<file path="config.mk">
export PLATFORM = sky130hd
export DESIGN_NAME = substring_first_match_core
export DESIGN_NICKNAME = d
export VERILOG_FILES = /design/src/hw/rtl/sfm_pkg.sv /design/src/hw/rtl/substring_first_match_core.sv /design/src/hw/rtl/sfm_cell.sv
export SDC_FILE = /design/constraint.sdc
export NUM_CORES = 1
export LEC_CHECK = 0
export BUFFER_PORTS_ARGS = -buffer_cell sky130_fd_sc_hd__buf_2
export CAP_MARGIN = 20
export CORE_ASPECT_RATIO = 1.1
export CORE_UTILIZATION = 46
export DETAILED_ROUTE_END_ITERATION = 10
export PLACE_DENSITY = 0.68
export SYNTH_ARGS = -nofsm -noshare
export SYNTH_HDL_FRONTEND = slang
export SYNTH_SLANG_ARGS = --single-unit
</file>
<file path="constraint.sdc">
create_clock -name i_clk -period 4 [get_ports i_clk]
set_clock_uncertainty 0.2 [all_clocks]
set_input_delay 0.2 -clock i_clk [delete_from_list [all_inputs] [get_ports i_clk]]
set_output_delay 0.2 -clock i_clk [all_outputs]
set_load 0.02 [all_outputs]
</file>
<file path="src/hw/rtl/sfm_pkg.sv">
// shared types and constants for the substring first match core
package sfm_pkg;

    // input opcodes, code 3 is unused and ignored
    typedef enum logic [1:0] {
        OP_CLEAR  = 2'd0,
        OP_APPEND = 2'd1,
        OP_TEXT   = 2'd2
    } t_opcode;

    localparam int unsigned POS_W = 16;
    localparam logic [POS_W-1:0] NOT_FOUND = 16'hFFFF;
    localparam logic [POS_W-1:0] POS_LIMIT = 16'hFFFE;

    // control broadcast to every cell of the chain
    typedef struct packed {
        logic       pat_clear;
        logic       pat_write;
        logic       srch_clear;
        logic       text;
        logic [7:0] data;
    } t_cell_ctl;

endpackage

</file>
<file path="src/hw/rtl/substring_first_match_core.sv">
// top level of the substring first match core: cell chain, position tracking, result register
//
//   channel | direction | handshake                 | words
//   input   | in        | i_in_valid / o_in_ready   | i_opcode, i_data_byte, i_is_last
//   output  | out       | o_out_valid / i_out_ready | o_match_position, o_found
//
// one input word per cycle unless the input is stalled; every cell compares its pattern byte in parallel
// and hands its registered partial match bit to the next cell on each text byte.
// the result of a last text byte sits in the output register from the cycle after it is accepted.
// input stalls only while a result waits in the output register and is not taken.
// synchronous active-low reset clears length, search state and cell flags; no clearing pass.
module substring_first_match_core #(
    parameter int unsigned PATTERN_MAX = 16
) (
    input  logic        i_clk,
    input  logic        i_rst_n,
    input  logic        i_in_valid,
    output logic        o_in_ready,
    input  logic [1:0]  i_opcode,
    input  logic [7:0]  i_data_byte,
    input  logic        i_is_last,
    output logic        o_out_valid,
    input  logic        i_out_ready,
    output logic [15:0] o_match_position,
    output logic        o_found
);
    import sfm_pkg::*;

    localparam int unsigned LEN_W = $clog2(PATTERN_MAX + 1);

    logic [LEN_W-1:0]       r_len;
    logic [LEN_W-1:0]       n_len;
    logic [POS_W-1:0]       r_pos;
    logic [POS_W-1:0]       n_pos;
    logic                   r_seen;
    logic                   n_seen;
    logic [POS_W-1:0]       r_first;
    logic [POS_W-1:0]       n_first;
    logic                   r_out_valid;
    logic                   n_out_valid;
    logic [POS_W-1:0]       r_out_pos;
    logic                   r_out_found;
    logic [POS_W-1:0]       n_out_pos;
    logic                   n_out_found;
    logic                   w_accept;
    logic                   w_op_clear;
    logic                   w_op_append;
    logic                   w_op_text;
    logic                   w_hit;
    logic [POS_W-1:0]       w_back;
    logic [POS_W-1:0]       w_start;
    t_cell_ctl              w_ctl;
    logic [PATTERN_MAX-1:0] w_wr_sel;
    logic [PATTERN_MAX-1:0] w_pm;
    logic [PATTERN_MAX-1:0] w_pm_step;
    logic [PATTERN_MAX-1:0] w_tail;

    // handshake
    assign o_in_ready = !r_out_valid || i_out_ready;
    assign w_accept   = i_in_valid && o_in_ready;

    // opcode decode
    always_comb begin
        w_op_clear  = 1'b0;
        w_op_append = 1'b0;
        w_op_text   = 1'b0;
        case (t_opcode'(i_opcode))
            OP_CLEAR:  w_op_clear  = w_accept;
            OP_APPEND: w_op_append = w_accept;
            OP_TEXT:   w_op_text   = w_accept;
            default: ;
        endcase
    end

    // control word broadcast to the cells
    always_comb begin
        w_ctl.pat_clear  = w_op_clear;
        w_ctl.pat_write  = w_op_append && (r_len < LEN_W'(PATTERN_MAX));
        w_ctl.srch_clear = w_op_clear || w_op_append || (w_op_text && i_is_last);
        w_ctl.text       = w_op_text;
        w_ctl.data       = i_data_byte;
    end

    // cell chain
    for (genvar g = 0; g < PATTERN_MAX; g++) begin : g_cell
        logic w_prev;
        if (g == 0) begin : g_head
            assign w_prev = 1'b1;
        end else begin : g_link
            assign w_prev = w_pm[g-1];
        end
        assign w_wr_sel[g] = (r_len == LEN_W'(g));
        sfm_cell u_cell (
            .i_clk     (i_clk),
            .i_rst_n   (i_rst_n),
            .i_ctl     (w_ctl),
            .i_wr_sel  (w_wr_sel[g]),
            .i_pm_prev (w_prev),
            .o_pm      (w_pm[g]),
            .o_pm_step (w_pm_step[g]),
            .o_tail    (w_tail[g])
        );
    end

    // full match at the tail cell and its start position
    assign w_hit   = |(w_pm_step & w_tail);
    assign w_back  = POS_W'(r_len) - POS_W'(1);
    assign w_start = (r_pos >= w_back) ? (r_pos - w_back) : '0;

    // next state of search tracking and result register
    always_comb begin
        n_len       = r_len;
        n_pos       = r_pos;
        n_seen      = r_seen;
        n_first     = r_first;
        n_out_valid = r_out_valid && !i_out_ready;
        n_out_pos   = r_out_pos;
        n_out_found = r_out_found;
        if (w_op_clear) begin
            n_len = '0;
        end else if (w_ctl.pat_write) begin
            n_len = r_len + LEN_W'(1);
        end
        if (w_ctl.srch_clear) begin
            n_pos   = '0;
            n_seen  = 1'b0;
            n_first = NOT_FOUND;
        end else if (w_op_text) begin
            if (r_pos < POS_LIMIT) begin
                n_pos = r_pos + POS_W'(1);
            end
            if (!r_seen && w_hit) begin
                n_seen  = 1'b1;
                n_first = w_start;
            end
        end
        if (w_op_text && i_is_last) begin
            n_out_valid = 1'b1;
            if (r_seen) begin
                n_out_pos   = r_first;
                n_out_found = 1'b1;
            end else if (w_hit) begin
                n_out_pos   = w_start;
                n_out_found = 1'b1;
            end else begin
                n_out_pos   = NOT_FOUND;
                n_out_found = 1'b0;
            end
        end
    end

    // control registers
    always_ff @(posedge i_clk) begin
        if (!i_rst_n) begin
            r_len       <= '0;
            r_pos       <= '0;
            r_seen      <= 1'b0;
            r_first     <= NOT_FOUND;
            r_out_valid <= 1'b0;
        end else begin
            r_len       <= n_len;
            r_pos       <= n_pos;
            r_seen      <= n_seen;
            r_first     <= n_first;
            r_out_valid <= n_out_valid;
        end
    end

    // result payload
    always_ff @(posedge i_clk) begin
        r_out_pos   <= n_out_pos;
        r_out_found <= n_out_found;
    end

    assign o_out_valid      = r_out_valid;
    assign o_match_position = r_out_pos;
    assign o_found          = r_out_found;

    // a found result never carries the not-found code
    a_found_pos: assert property (@(posedge i_clk) disable iff (!i_rst_n)
        o_out_valid && o_found |-> o_match_position != NOT_FOUND)
        else $error("found result with not-found position");

    // a miss always reports the not-found code
    a_miss_pos: assert property (@(posedge i_clk) disable iff (!i_rst_n)
        o_out_valid && !o_found |-> o_match_position == NOT_FOUND)
        else $error("miss result with a position");

    // at most one cell marks the pattern end
    a_tail_onehot: assert property (@(posedge i_clk) disable iff (!i_rst_n)
        $onehot0(w_tail))
        else $error("more than one tail cell");

    // a recorded match needs a nonempty pattern
    a_seen_len: assert property (@(posedge i_clk) disable iff (!i_rst_n)
        r_seen |-> r_len != '0 && r_len <= LEN_W'(PATTERN_MAX))
        else $error("match recorded with bad pattern length");

endmodule

</file>
<file path="src/hw/rtl/sfm_cell.sv">
// one pattern byte cell of the shift-and chain
module sfm_cell (
    input  logic               i_clk,
    input  logic               i_rst_n,
    input  sfm_pkg::t_cell_ctl i_ctl,
    input  logic               i_wr_sel,
    input  logic               i_pm_prev,
    output logic               o_pm,
    output logic               o_pm_step,
    output logic               o_tail
);
    import sfm_pkg::*;

    logic [7:0] r_pat;
    logic       r_used;
    logic       r_tail;
    logic       r_pm;
    logic       n_used;
    logic       n_tail;
    logic       n_pm;

    // partial match extends when the previous cell matched, this cell is in use and its byte is equal
    assign o_pm_step = i_pm_prev & r_used & (r_pat == i_ctl.data);
    assign o_pm      = r_pm;
    assign o_tail    = r_tail;

    // next state of the cell flags
    always_comb begin
        n_used = r_used;
        n_tail = r_tail;
        if (i_ctl.pat_clear) begin
            n_used = 1'b0;
            n_tail = 1'b0;
        end else if (i_ctl.pat_write) begin
            n_tail = i_wr_sel;
            if (i_wr_sel) begin
                n_used = 1'b1;
            end
        end
        n_pm = r_pm;
        if (i_ctl.srch_clear) begin
            n_pm = 1'b0;
        end else if (i_ctl.text) begin
            n_pm = o_pm_step;
        end
    end

    // control flags
    always_ff @(posedge i_clk) begin
        if (!i_rst_n) begin
            r_used <= 1'b0;
            r_tail <= 1'b0;
            r_pm   <= 1'b0;
        end else begin
            r_used <= n_used;
            r_tail <= n_tail;
            r_pm   <= n_pm;
        end
    end

    // pattern byte storage
    always_ff @(posedge i_clk) begin
        if (i_ctl.pat_write && i_wr_sel) begin
            r_pat <= i_ctl.data;
        end
    end

endmodule

</file>
==> metrics.txt, run 1 <==
Post-DRT Antenna Nets 0; Post-synth top flop edfxtp_1; WP data arrival 3.66 ns; num rows 58; Die Ht 163 um; CP delay by family, top compound AO/OA/AOI/OAI gates; FF/Latch Area 6080 sq um; worst-case clock buffer depth 3; crit-path max cell delay 0.44 ns; share of layout cells above drive strength 1 0.118; R2R Path Start r_len[0]$_SDFFE_PP0P_; most numerous cell on the critical path inv_1; Antenna Diode Count 0; outcome finished clean; Cell Area, Synth 10900 sq um; area grow syn2layout 11.2%; EDFF count, synth 145; register area share after synthesis 0.559; # Post-CTS Setup Buffers 0; TritonCTS clock tree done; Horiz. Die Dim 149 um; FFs w/ async S/R, synth 0; RSZ-0062 raised after global routing false; fillers 1987; #FFs+latches synth 231; worst-case reg-to-reg path depth 12; grt ovf 0; Synth cell types 63; Pins Over Slew Limit 0; dpl cells 1254; Worst-path clk slew 0.06 ns; Worst EP required 4.16 ns; CP Max Fanout 29; relative slew slack 0.357; Mapped Avg Cell Area 11.5 sq um; NumNets Final 1026; fmax 286 MHz; internal power 3.97 mW; CTS root buf clkbuf_16; final setup vio count 0; first-pass GRT wire length 36200 um; clock power share 0.445; Period minus WS final 3.50 ns; Tot Pwr 5.06 mW; CTS HTree Levels 1; Worst setup SP type flip-flop; initial antenna violation count 0; Core Box Area 23000 sq um; Worst Setup SP r_len[0]$_SDFFE_PP0P_; Switching Fraction 0.215; Sink Count 231; maximum number of pins on one net before global-route repair 66; CP endpoint o_match_position[12]$_DFFE_PP_; Resized Gates After CTS 0; Worst-Skew Late Latency 0.51 ns; Starting Density 0.473; worst vdd ir 0.269 mV; syn nets 985; final WL 22300 um; Routed WL per cell 17.1 um; Slew @ Worst Pin 0.961 ns; via count 6909; Num CTS Buffers 24; slowest CP cell dfxtp_1; Maximum Capacitance Violations 0; Layout Cells excl Fill 1302; initial drt markers 260; crit path buf inv count 3; Combinational Power Share 0.053; DR vias/cell 5.31; GP Congestion 0.806; FF-to-FF setup slack 0.50 ns; Hold Path Class in2reg; Global Route Usage Sum 0.190; setup TNS 0 ns; Pre-antenna DRT Iters 5; PwrDens 418 nW/um^2; number of remaining DRC errors 0; P_leak 4.22 nW; sw power 1.09 mW; Synth Instances 943; kind of critical path reg2reg; Syn. warnings 0; critical path depth 12; I/O pins 34; Hold-fix buffers, CTS 4; cell chain of the critical path inv_1 -> ha_1 -> inv_1 -> fa_1 -> nand2b_1 -> a211oi_1 -> o21ai_1 -> a211o_1 -> a21oi_2 -> buf_4 -> nand3_1 -> a31oi_4; r2r endpoint o_match_position[12]$_DFFE_PP_; HPWL after DPL 14500 um; Flop pwr share 0.502; full die area 24300 sq um; # port buffers 33; crit share post-route 0.874; vias in the first global route 6799; Multi-input gate area 4380 sq um; Worst setup EP type flip-flop; Hold Fails Final Rpt 0
-- cell usage after synthesis, drive strengths merged (2+ instances only) --
cell type | count | area share
a32o | 2 | 0.0020
edfxtp | 145 | 0.40
o31ai | 3 | 0.0021
nand2b | 7 | 0.0040
nand3 | 21 | 0.0097
xnor2 | 50 | 0.040
dfxtp | 86 | 0.16
a31oi | 14 | 0.022
nand4b | 2 | 0.0016
xor2 | 101 | 0.081
nor2b | 5 | 0.0029
nor3 | 20 | 0.0092
inv | 19 | 0.0066
a2111oi | 3 | 0.0059
o21ai | 17 | 0.0078
nor2 | 133 | 0.046
a211oi | 5 | 0.0039
a31o | 3 | 0.0024
and4 | 2 | 0.0016
nand2 | 69 | 0.024
nor4 | 16 | 0.010
buf | 27 | 0.028
o311ai | 3 | 0.0024
clkbuf | 16 | 0.0055
a21oi | 61 | 0.029
a21o | 3 | 0.0021
a22oi | 4 | 0.0028
ha | 26 | 0.030
or3 | 3 | 0.0017
nand3b | 5 | 0.0035
and4b | 2 | 0.0018
and3 | 10 | 0.0058
mux2i | 16 | 0.015
nand4 | 26 | 0.015
o21a | 4 | 0.0028
-- per-stage QoR --
stage | setup slack (ns) | instance area (sq um) | utilization | hold WS, ns
floorplan | 0.460 | 10900 | - | 0.0989
global placement | 0.617 | 11200 | 0.489 | 0.239
detailed placement | 0.525 | 11200 | 0.489 | 0.244
CTS | 0.483 | 12100 | 0.526 | 0.00297
global route | 0.167 | 12100 | 0.526 | 0.0234
finish | 0.502 | 12100 | 0.526 | 0.0147
-- worst register-to-register path: stages (launching register included) --
cell	delay (ns)
dfxtp_1	0.44
inv_1	0.15
ha_1	0.35
inv_1	0.07
fa_1	0.42
nand2b_1	0.18
a211oi_1	0.27
o21ai_1	0.17
a211o_1	0.30
a21oi_2	0.11
buf_4	0.30
nand3_1	0.19
a31oi_4	0.20
-- how the worst min path moves through the flow --
stage,startpoint,to,slack (ns),cells after the start
6_report,i_data_byte[7],g_cell[10].u_cell.r_pat[7]$_DFFE_PP_,0.01,1
5_1_grt,i_data_byte[7],g_cell[6].u_cell.r_pat[7]$_DFFE_PP_,0.02,1
4_1_cts,i_data_byte[7],g_cell[10].u_cell.r_pat[7]$_DFFE_PP_,0.003,1
3_5_place_dp,g_cell[0].u_cell.o_pm$_SDFFE_PP0P_,g_cell[0].u_cell.o_pm$_SDFFE_PP0P_,0.24,2
3_3_place_gp,g_cell[5].u_cell.o_pm$_SDFFE_PP0P_,g_cell[5].u_cell.o_pm$_SDFFE_PP0P_,0.24,2
2_1_floorplan,i_data_byte[0],g_cell[0].u_cell.r_pat[0]$_DFFE_PP_,0.1,0
-- layer usage --
layer | vias to the layer above | share of wire | GRT usage
met1 | 3330 | 0.44 | 0.239
met3 | 27 | 0.040 | 0.0226
met2 | 123 | 0.50 | 0.343
li1 | 3429 | - | -
met5 | - | 0 | 0
met4 | 0 | 0.016 | 0.0483
-- sequential cells by signal, summed over array words and instances, names as in the netlist --
| name | flops |
|---|---|
| o_match_position | 16 |
| g_cell.u_cell.r_pat | 128 |
| g_cell.u_cell.o_tail | 16 |
| r_len | 5 |
| r_first | 16 |
| r_seen | 1 |
| g_cell.u_cell.o_pm | 15 |
| r_pos | 16 |
| g_cell.u_cell.r_used | 16 |
| o_found | 1 |
| o_out_valid | 1 |
-- cell usage in the layout (no fill, tap or decap), types with 3 or more instances in the layout --
| cell | count |
|---|---|
| buf_2 | 33 |
| dfxtp_1 | 86 |
| buf_4 | 19 |
| o21a_1 | 4 |
| nand4_1 | 26 |
| nand3_1 | 20 |
| o21ai_1 | 5 |
| clkbuf_16 | 26 |
| a31o_1 | 3 |
| nand2_1 | 68 |
| nor2_1 | 133 |
| nand3b_1 | 5 |
| nor3_1 | 20 |
| a211oi_1 | 4 |
| a21o_1 | 3 |
| mux2i_1 | 16 |
| xor2_1 | 101 |
| or3_1 | 3 |
| nand2b_1 | 7 |
| a31oi_4 | 10 |
| clkinv_2 | 8 |
| xnor2_1 | 50 |
| nor2b_1 | 5 |
| a21oi_1 | 59 |
| a22oi_1 | 4 |
| ha_1 | 26 |
| and3_1 | 10 |
| edfxtp_1 | 145 |
| nor4_1 | 14 |
| o31ai_1 | 3 |
| inv_1 | 19 |
| dlygate4sd3_1 | 4 |
| o21ai_0 | 11 |
| a31oi_1 | 4 |
-- kinds of logic after synthesis --
family,Yosys count,synth area share
AO/OA/AOI/OAI,131,0.0926
XOR/XNOR,151,0.122
AND/OR/NAND/NOR,325,0.140
buffers and inverters,62,0.0404
flip-flops,231,0.559
adder cells (fa/ha/maj),27,0.0317
multiplexers,16,0.0147
-- area by class of cell --
cell class                      instances  area share
Sequential cell                       231       0.502
Multi-Input combinational cell        650       0.362
Clock buffer                           30      0.0567
Timing Repair Buffer                   58      0.0321
Tap cell                              300      0.0310
Clock inverter                         14      0.0107
Inverter                               19     0.00589
-- power groups by stage --
stage          Clock [mW]  Sequential, mW  Combinational, mW
2_1_floorplan           0            2.59              0.183
3_3_place_gp            0            2.59              0.264
3_5_place_dp            0            2.59              0.267
4_1_cts              2.29            2.54              0.272
5_1_grt              2.39            2.54              0.296
6_report             2.25            2.54              0.268
Note: power is estimated with default switching activity, not from simulation.
==> run 2, diff against run 1 <==
--- a/config.mk
+++ b/config.mk
@@ -5,6 +5,7 @@
 export SDC_FILE = /design/constraint.sdc
 export NUM_CORES = 1
 export LEC_CHECK = 0
+export ABC_AREA = 1
 export BUFFER_PORTS_ARGS = -buffer_cell sky130_fd_sc_hd__buf_2
 export CAP_MARGIN = 20
 export CORE_ASPECT_RATIO = 1.1
@@ -13,4 +14,5 @@
 export PLACE_DENSITY = 0.68
 export SYNTH_ARGS = -nofsm -noshare
 export SYNTH_HDL_FRONTEND = slang
+export SYNTH_HIERARCHICAL = 1
 export SYNTH_SLANG_ARGS = --single-unit
==> run 2 against run 1 <==
Final area up 15%. Final cell count up 50%. Critical path type unchanged. Sequential share of layout area down 6.6 points. Critical endpoint is now o_match_position[13]$_DFFE_PP_. Largest power group unchanged. Sequential power about the same.
==> metrics.txt, run 2 <==
Synth Instances 1515; share of layout cells above drive strength 1 0.124; NumNets Final 1623; Cell Area, Synth 12400 sq um; dpl cells 1897; Slew @ Worst Pin 0.735 ns; slowest CP cell ha_1; setup TNS 0 ns; Num CTS Buffers 24; Antenna Diode Count 0; Cells on Worst Hold Path 4; worst-case clock buffer depth 3; PwrDens 369 nW/um^2; initial drt markers 478; crit-path max cell delay 0.62 ns; area post-placement 13000 sq um; final instance area 13900 sq um; Global Route Usage Sum 0.195; number of remaining DRC errors 0; syn nets 1557; Die Ht 174 um; # Post-CTS Setup Buffers 0; relative slew slack 0.508; final WL 26200 um; Worst setup SP type flip-flop; kind of critical path reg2reg; GP Congestion 0.859; I/O pins 34; full die area 27500 sq um; P_leak 6.36 nW; Pins Over Slew Limit 0; max reg flops 128; Worst setup EP type flip-flop; Syn. warnings 6; Starting Density 0.471; CP delay by family, top simple AND/OR/NAND/NOR gates; Horiz. Die Dim 158 um; Period minus WS final 3.37 ns; Routed WL per cell 13.4 um; DR vias/cell 4.79; # port buffers 33; most numerous cell on the critical path nor2_1; Multi-input gate area 5060 sq um; Top reg by flops g_cell.u_cell/r_pat; Hold-fix buffers, CTS 10; fillers 2436; TritonCTS clock tree done; fmax 297 MHz; CTS HTree Levels 1; Sink Count 231; critical path depth 11; commonest non-fill, non-tap cells in the layout nand2_1 (487), inv_1 (289), edfxtp_1 (145); Post-DRT Antenna Nets 0; CP Max Fanout 32; Hold Path Class in2reg; Layout Cells excl Fill 1951; outcome finished clean; via count 9339; Maximum Capacitance Violations 0; crit path buf inv count 1; CTS root buf clkbuf_16; vias in the first global route 8886; maximum number of pins on one net before global-route repair 34; R2R Path Start r_len[2]$_SDFFE_PP0P_; most common cell after layout, fill and taps aside nand2_1; Pre-antenna DRT Iters 5; first-pass GRT wire length 42900 um; final cell utilization of the core 0.531; worst vdd ir 0.229 mV; Mapped Avg Cell Area 8.16 sq um; crit share post-route 0.842; initial antenna violation count 0; min-delay src i_rst_n; grt ovf 0; worst-case reg-to-reg path depth 11; final setup vio count 0; area grow syn2layout 12.7%; Worst EP required 4.07 ns; RSZ-0062 raised after global routing false; Resized Gates After CTS 0; Worst-path clk slew 0.07 ns; Worst Setup SP r_len[2]$_SDFFE_PP0P_; HPWL after DPL 17900 um; cell chain of the critical path nor2_1 -> nand4_1 -> ha_1 -> nand2_2 -> inv_1 -> a21oi_2 -> nor2_1 -> nor2_2 -> nand2_4 -> nand3_1 -> a21oi_1; FF/Latch Area 6080 sq um; WP data arrival 3.43 ns; Hold Fails Final Rpt 0; Worst-Skew Late Latency 0.52 ns; num rows 62; Core Box Area 26200 sq um
==> run 2: cell types whose count changed in the layout (fill, tap and decap cells not counted), moves of 20 or more <==
cell	previous run	this run
nand2_1	68	487
inv_1	19	289
xor2_1	101	11
a21oi_2	1	30
nand3_2	1	25
xnor2_1	50	70
==> run 2: area by class of cell <==
cell class,instances,share of cell area
clock buffer,33,0.0515
inverter,294,0.0794
sequential,231,0.436
multi-input combinational,977,0.363
tap,352,0.0316
clock inverter,11,0.00620
timing repair buffer,53,0.0319
==> run 2: path summary, 6_finish.rpt <==
path	endpoint	slack (ns)
worst max-delay path	o_match_position[13]$_DFFE_PP_	0.63
worst min-delay path	g_cell[15].u_cell/o_tail$_SDFFE_PP0P_	0.02
worst max register to register	o_match_position[13]$_DFFE_PP_	0.63
worst min register to register	g_cell[6].u_cell/o_tail$_SDFFE_PP0P_	0.26
==> run 2: worst min-delay path, stage by stage <==
cell and delay, ns:
buf_2 0.24, inv_1 0.10, or2_2 0.12, a21oi_1 0.04
==> run 2: power breakdown <==
group	total [mW]	leakage (nW)	switching [mW]	internal, mW
Sequential	2.55	1.99	0.00816	2.54
Combinational	0.358	3.97	0.236	0.122
Clock	2.23	0.392	0.910	1.32
Total	5.13	6.36	1.15	3.98
==> run 2: per-layer routing <==
layer,vias to the layer above,track usage,part of all wire
met5,-,0,0
met1,4314,0.246,0.44
met2,162,0.346,0.49
met3,51,0.0199,0.036
li1,4812,-,-
met4,0,0.0637,0.029
==> run 2: metrics by stage <==
step | power (mW) | hold slack [ns] | worst slack (ns)
4_1_cts | 5.19 | 0.00385 | 0.628
5_1_grt | 5.32 | 0.0572 | 0.324
3_3_place_gp | 2.94 | 0.244 | 0.723
2_1_floorplan | 2.81 | 0.0989 | 1.14
3_5_place_dp | 2.95 | 0.251 | 0.625
6_report | 5.13 | 0.0250 | 0.632
==> run 3, diff against run 2 <==
--- a/config.mk
+++ b/config.mk
@@ -11,7 +11,7 @@
 export CORE_ASPECT_RATIO = 1.1
 export CORE_UTILIZATION = 46
 export DETAILED_ROUTE_END_ITERATION = 10
-export PLACE_DENSITY = 0.68
+export PLACE_DENSITY = 0.7
 export SYNTH_ARGS = -nofsm -noshare
 export SYNTH_HDL_FRONTEND = slang
 export SYNTH_HIERARCHICAL = 1
==> constraint.sdc (replaced) <==
create_clock -name i_clk -period 2.7 [get_ports i_clk]
set_clock_uncertainty 0.2 [all_clocks]
set_input_delay 0.135 -clock i_clk [delete_from_list [all_inputs] [get_ports i_clk]]
set_output_delay 0.135 -clock i_clk [all_outputs]
set_load 0.02 [all_outputs]
==> run 3 against run 2 <==
Wire length grew 1.3%. Combinational power grew 60%. Global-route usage grew 0.24 points. First-iteration DRC count is the same. Critical path depth grew 3. Via count grew 2.0%. Clock power grew 42%. Die area is the same. Clock-buffer cell count is the same. Largest power group unchanged. Largest cell class unchanged.
==> metrics.txt, run 3 (synthesis gave the netlist of run 2 again) <==
outcome finished clean; number of remaining DRC errors 0; pre-CTS WS 0.0547 ns; TritonCTS clock tree done; Antenna Diode Count 0; final WL 26600 um; worst-case reg-to-reg path depth 14; Worst setup EP type flip-flop; RSZ-0062 raised after global routing true; HPWL after DPL 18000 um; Worst setup SP type flip-flop; grt ovf 0; kind of critical path reg2reg; Worst EP required 2.87 ns; Hold Fails Final Rpt 0; first-pass GRT wire length 43600 um; internal power 5.80 mW; P_leak 6.54 nW; maximum number of pins on one net before global-route repair 49; Post-DRT Antenna Nets 0; full die area 27500 sq um; Num CTS Buffers 25; CTS root buf clkbuf_16; crit share post-route 0.939; Hold WS 0.0819 ns; initial drt markers 478; Cells on Worst Hold Path 6; Worst-Skew Late Latency 0.51 ns; # port buffers 33; Core Box Area 26200 sq um; Starting Density 0.471; Hold Path Class in2reg; Horiz. Die Dim 158 um; fmax 394 MHz; I/O pins 34; Die Ht 174 um; WHS Endpoint r_pos[5]$_SDFFE_PP0P_; Top reg by flops g_cell.u_cell/r_pat; clock power share 0.421; NumNets Final 1662; final setup vio count 0; Tot Pwr 7.51 mW; PwrDens 527 nW/um^2; area post-placement 13300 sq um; WP data arrival 2.71 ns; Flop pwr share 0.502; Sink Count 231; R2R Path Start r_len[1]$_SDFFE_PP0P_; Pre-antenna DRT Iters 5; num rows 62; final instance area 14300 sq um; Maximum Capacitance Violations 0; Switching Fraction 0.228; r2r endpoint o_match_position[11]$_DFFE_PP_; initial antenna violation count 0; via count 9529; sw power 1.71 mW; worst-case clock buffer depth 3; area grow syn2layout 15.3%; Worst-path clk slew 0.06 ns; Global Route Usage Sum 0.198; vias in the first global route 9194; share of layout cells above drive strength 1 0.142; most common cell after layout, fill and taps aside nand2_1; CTS HTree Levels 1; DR vias/cell 4.79; relative slew slack 0.579; Pins Over Slew Limit 0; max reg flops 128; commonest non-fill, non-tap cells in the layout nand2_1 (486), inv_1 (287), edfxtp_1 (145); worst vdd ir 0.400 mV; Combinational Power Share 0.076; Slew @ Worst Pin 0.624 ns; Period minus WS final 2.54 ns; CP Max Fanout 12; fillers 2427; Routed WL per cell 13.4 um; final worst slack 0.163 ns; min-delay src i_in_valid; GP Congestion 0.863; FF-to-FF setup slack 0.16 ns
-- run 3: cell count changes in the layout (fill, tap and decap cells not counted), moves of 3 or more --
cell / previous run / this run
buf_12: 8 / 12
buf_4: 1 / 31
clkbuf_1: 3 / 7
clkbuf_8: 4 / 1
dlygate4sd3_1: 10 / 14
-- run 3: repair_timing --
item,CTS,global route
resized for setup,0,8
hold endpoints to repair,146,0
setup buffers,0,1
endpoints found under the setup margin,0,32
hold buffers,14,0
-- run 3: cell type report --
type	count	area, sq um	area share
timing repair buffer	91	803	0.0563
tap	352	440	0.0309
multi-input combinational	977	5080	0.357
clock inverter	10	80.1	0.00562
inverter	294	1110	0.0776
clock buffer	33	666	0.0467
sequential	231	6080	0.426
-- run 3: worst max path at each step --
| stage | start | to | cells past startpoint |
|---|---|---|---|
| 4_1_cts | r_len[1]$_SDFFE_PP0P_ | o_match_position[11]$_DFFE_PP_ | 14 |
| 3_3_place_gp | r_len[1]$_SDFFE_PP0P_ | o_match_position[14]$_DFFE_PP_ | 14 |
| 2_1_floorplan | r_len[2]$_SDFFE_PP0P_ | o_match_position[14]$_DFFE_PP_ | 13 |
| 3_5_place_dp | r_len[1]$_SDFFE_PP0P_ | o_match_position[11]$_DFFE_PP_ | 14 |
| 5_1_grt | r_len[1]$_SDFFE_PP0P_ | o_match_position[11]$_DFFE_PP_ | 14 |
| 6_report | r_len[1]$_SDFFE_PP0P_ | o_match_position[11]$_DFFE_PP_ | 14 |
-- run 3: routing by layer --
| layer | routed length, um | track usage | up-vias |
|---|---|---|---|
| met4 | 702 | 0.0573 | 0 |
| met2 | 13100 | 0.359 | 199 |
| met3 | 1190 | 0.0272 | 51 |
| li1 | - | - | 4891 |
| met5 | 0 | 0 | - |
| met1 | 11600 | 0.239 | 4388 |
-- run 3: through the flow --
stage                util  setup TNS (ns)  cells
finish              0.544               0   1988
global route        0.544        -0.00665   1988
CTS                 0.541               0   1986
detailed placement  0.508               0   1929
global placement    0.508               0   1929
floorplan               -           -2.65   1515
-- run 3: power by group through the flow --
stage / Clock (mW) / Sequential [mW] / Combinational, mW
6_report: 3.16 / 3.77 / 0.574
5_1_grt: 3.37 / 3.77 / 0.640
4_1_cts: 3.22 / 3.77 / 0.574
3_5_place_dp: 0 / 3.85 / 0.555
3_3_place_gp: 0 / 3.85 / 0.538
2_1_floorplan: 0 / 3.85 / 0.310
-- run 3: worst max-delay path, cell delays in order (launching register included) --
cell	delay (ns)
dfxtp_1	0.34
inv_2	0.09
ha_1	0.33
inv_1	0.07
fa_1	0.38
inv_1	0.07
nand2_1	0.07
nand2_2	0.10
nand3_2	0.09
nand3_2	0.08
nand2_2	0.06
nand2_4	0.13
buf_12	0.16
nand3_2	0.07
a21oi_2	0.14
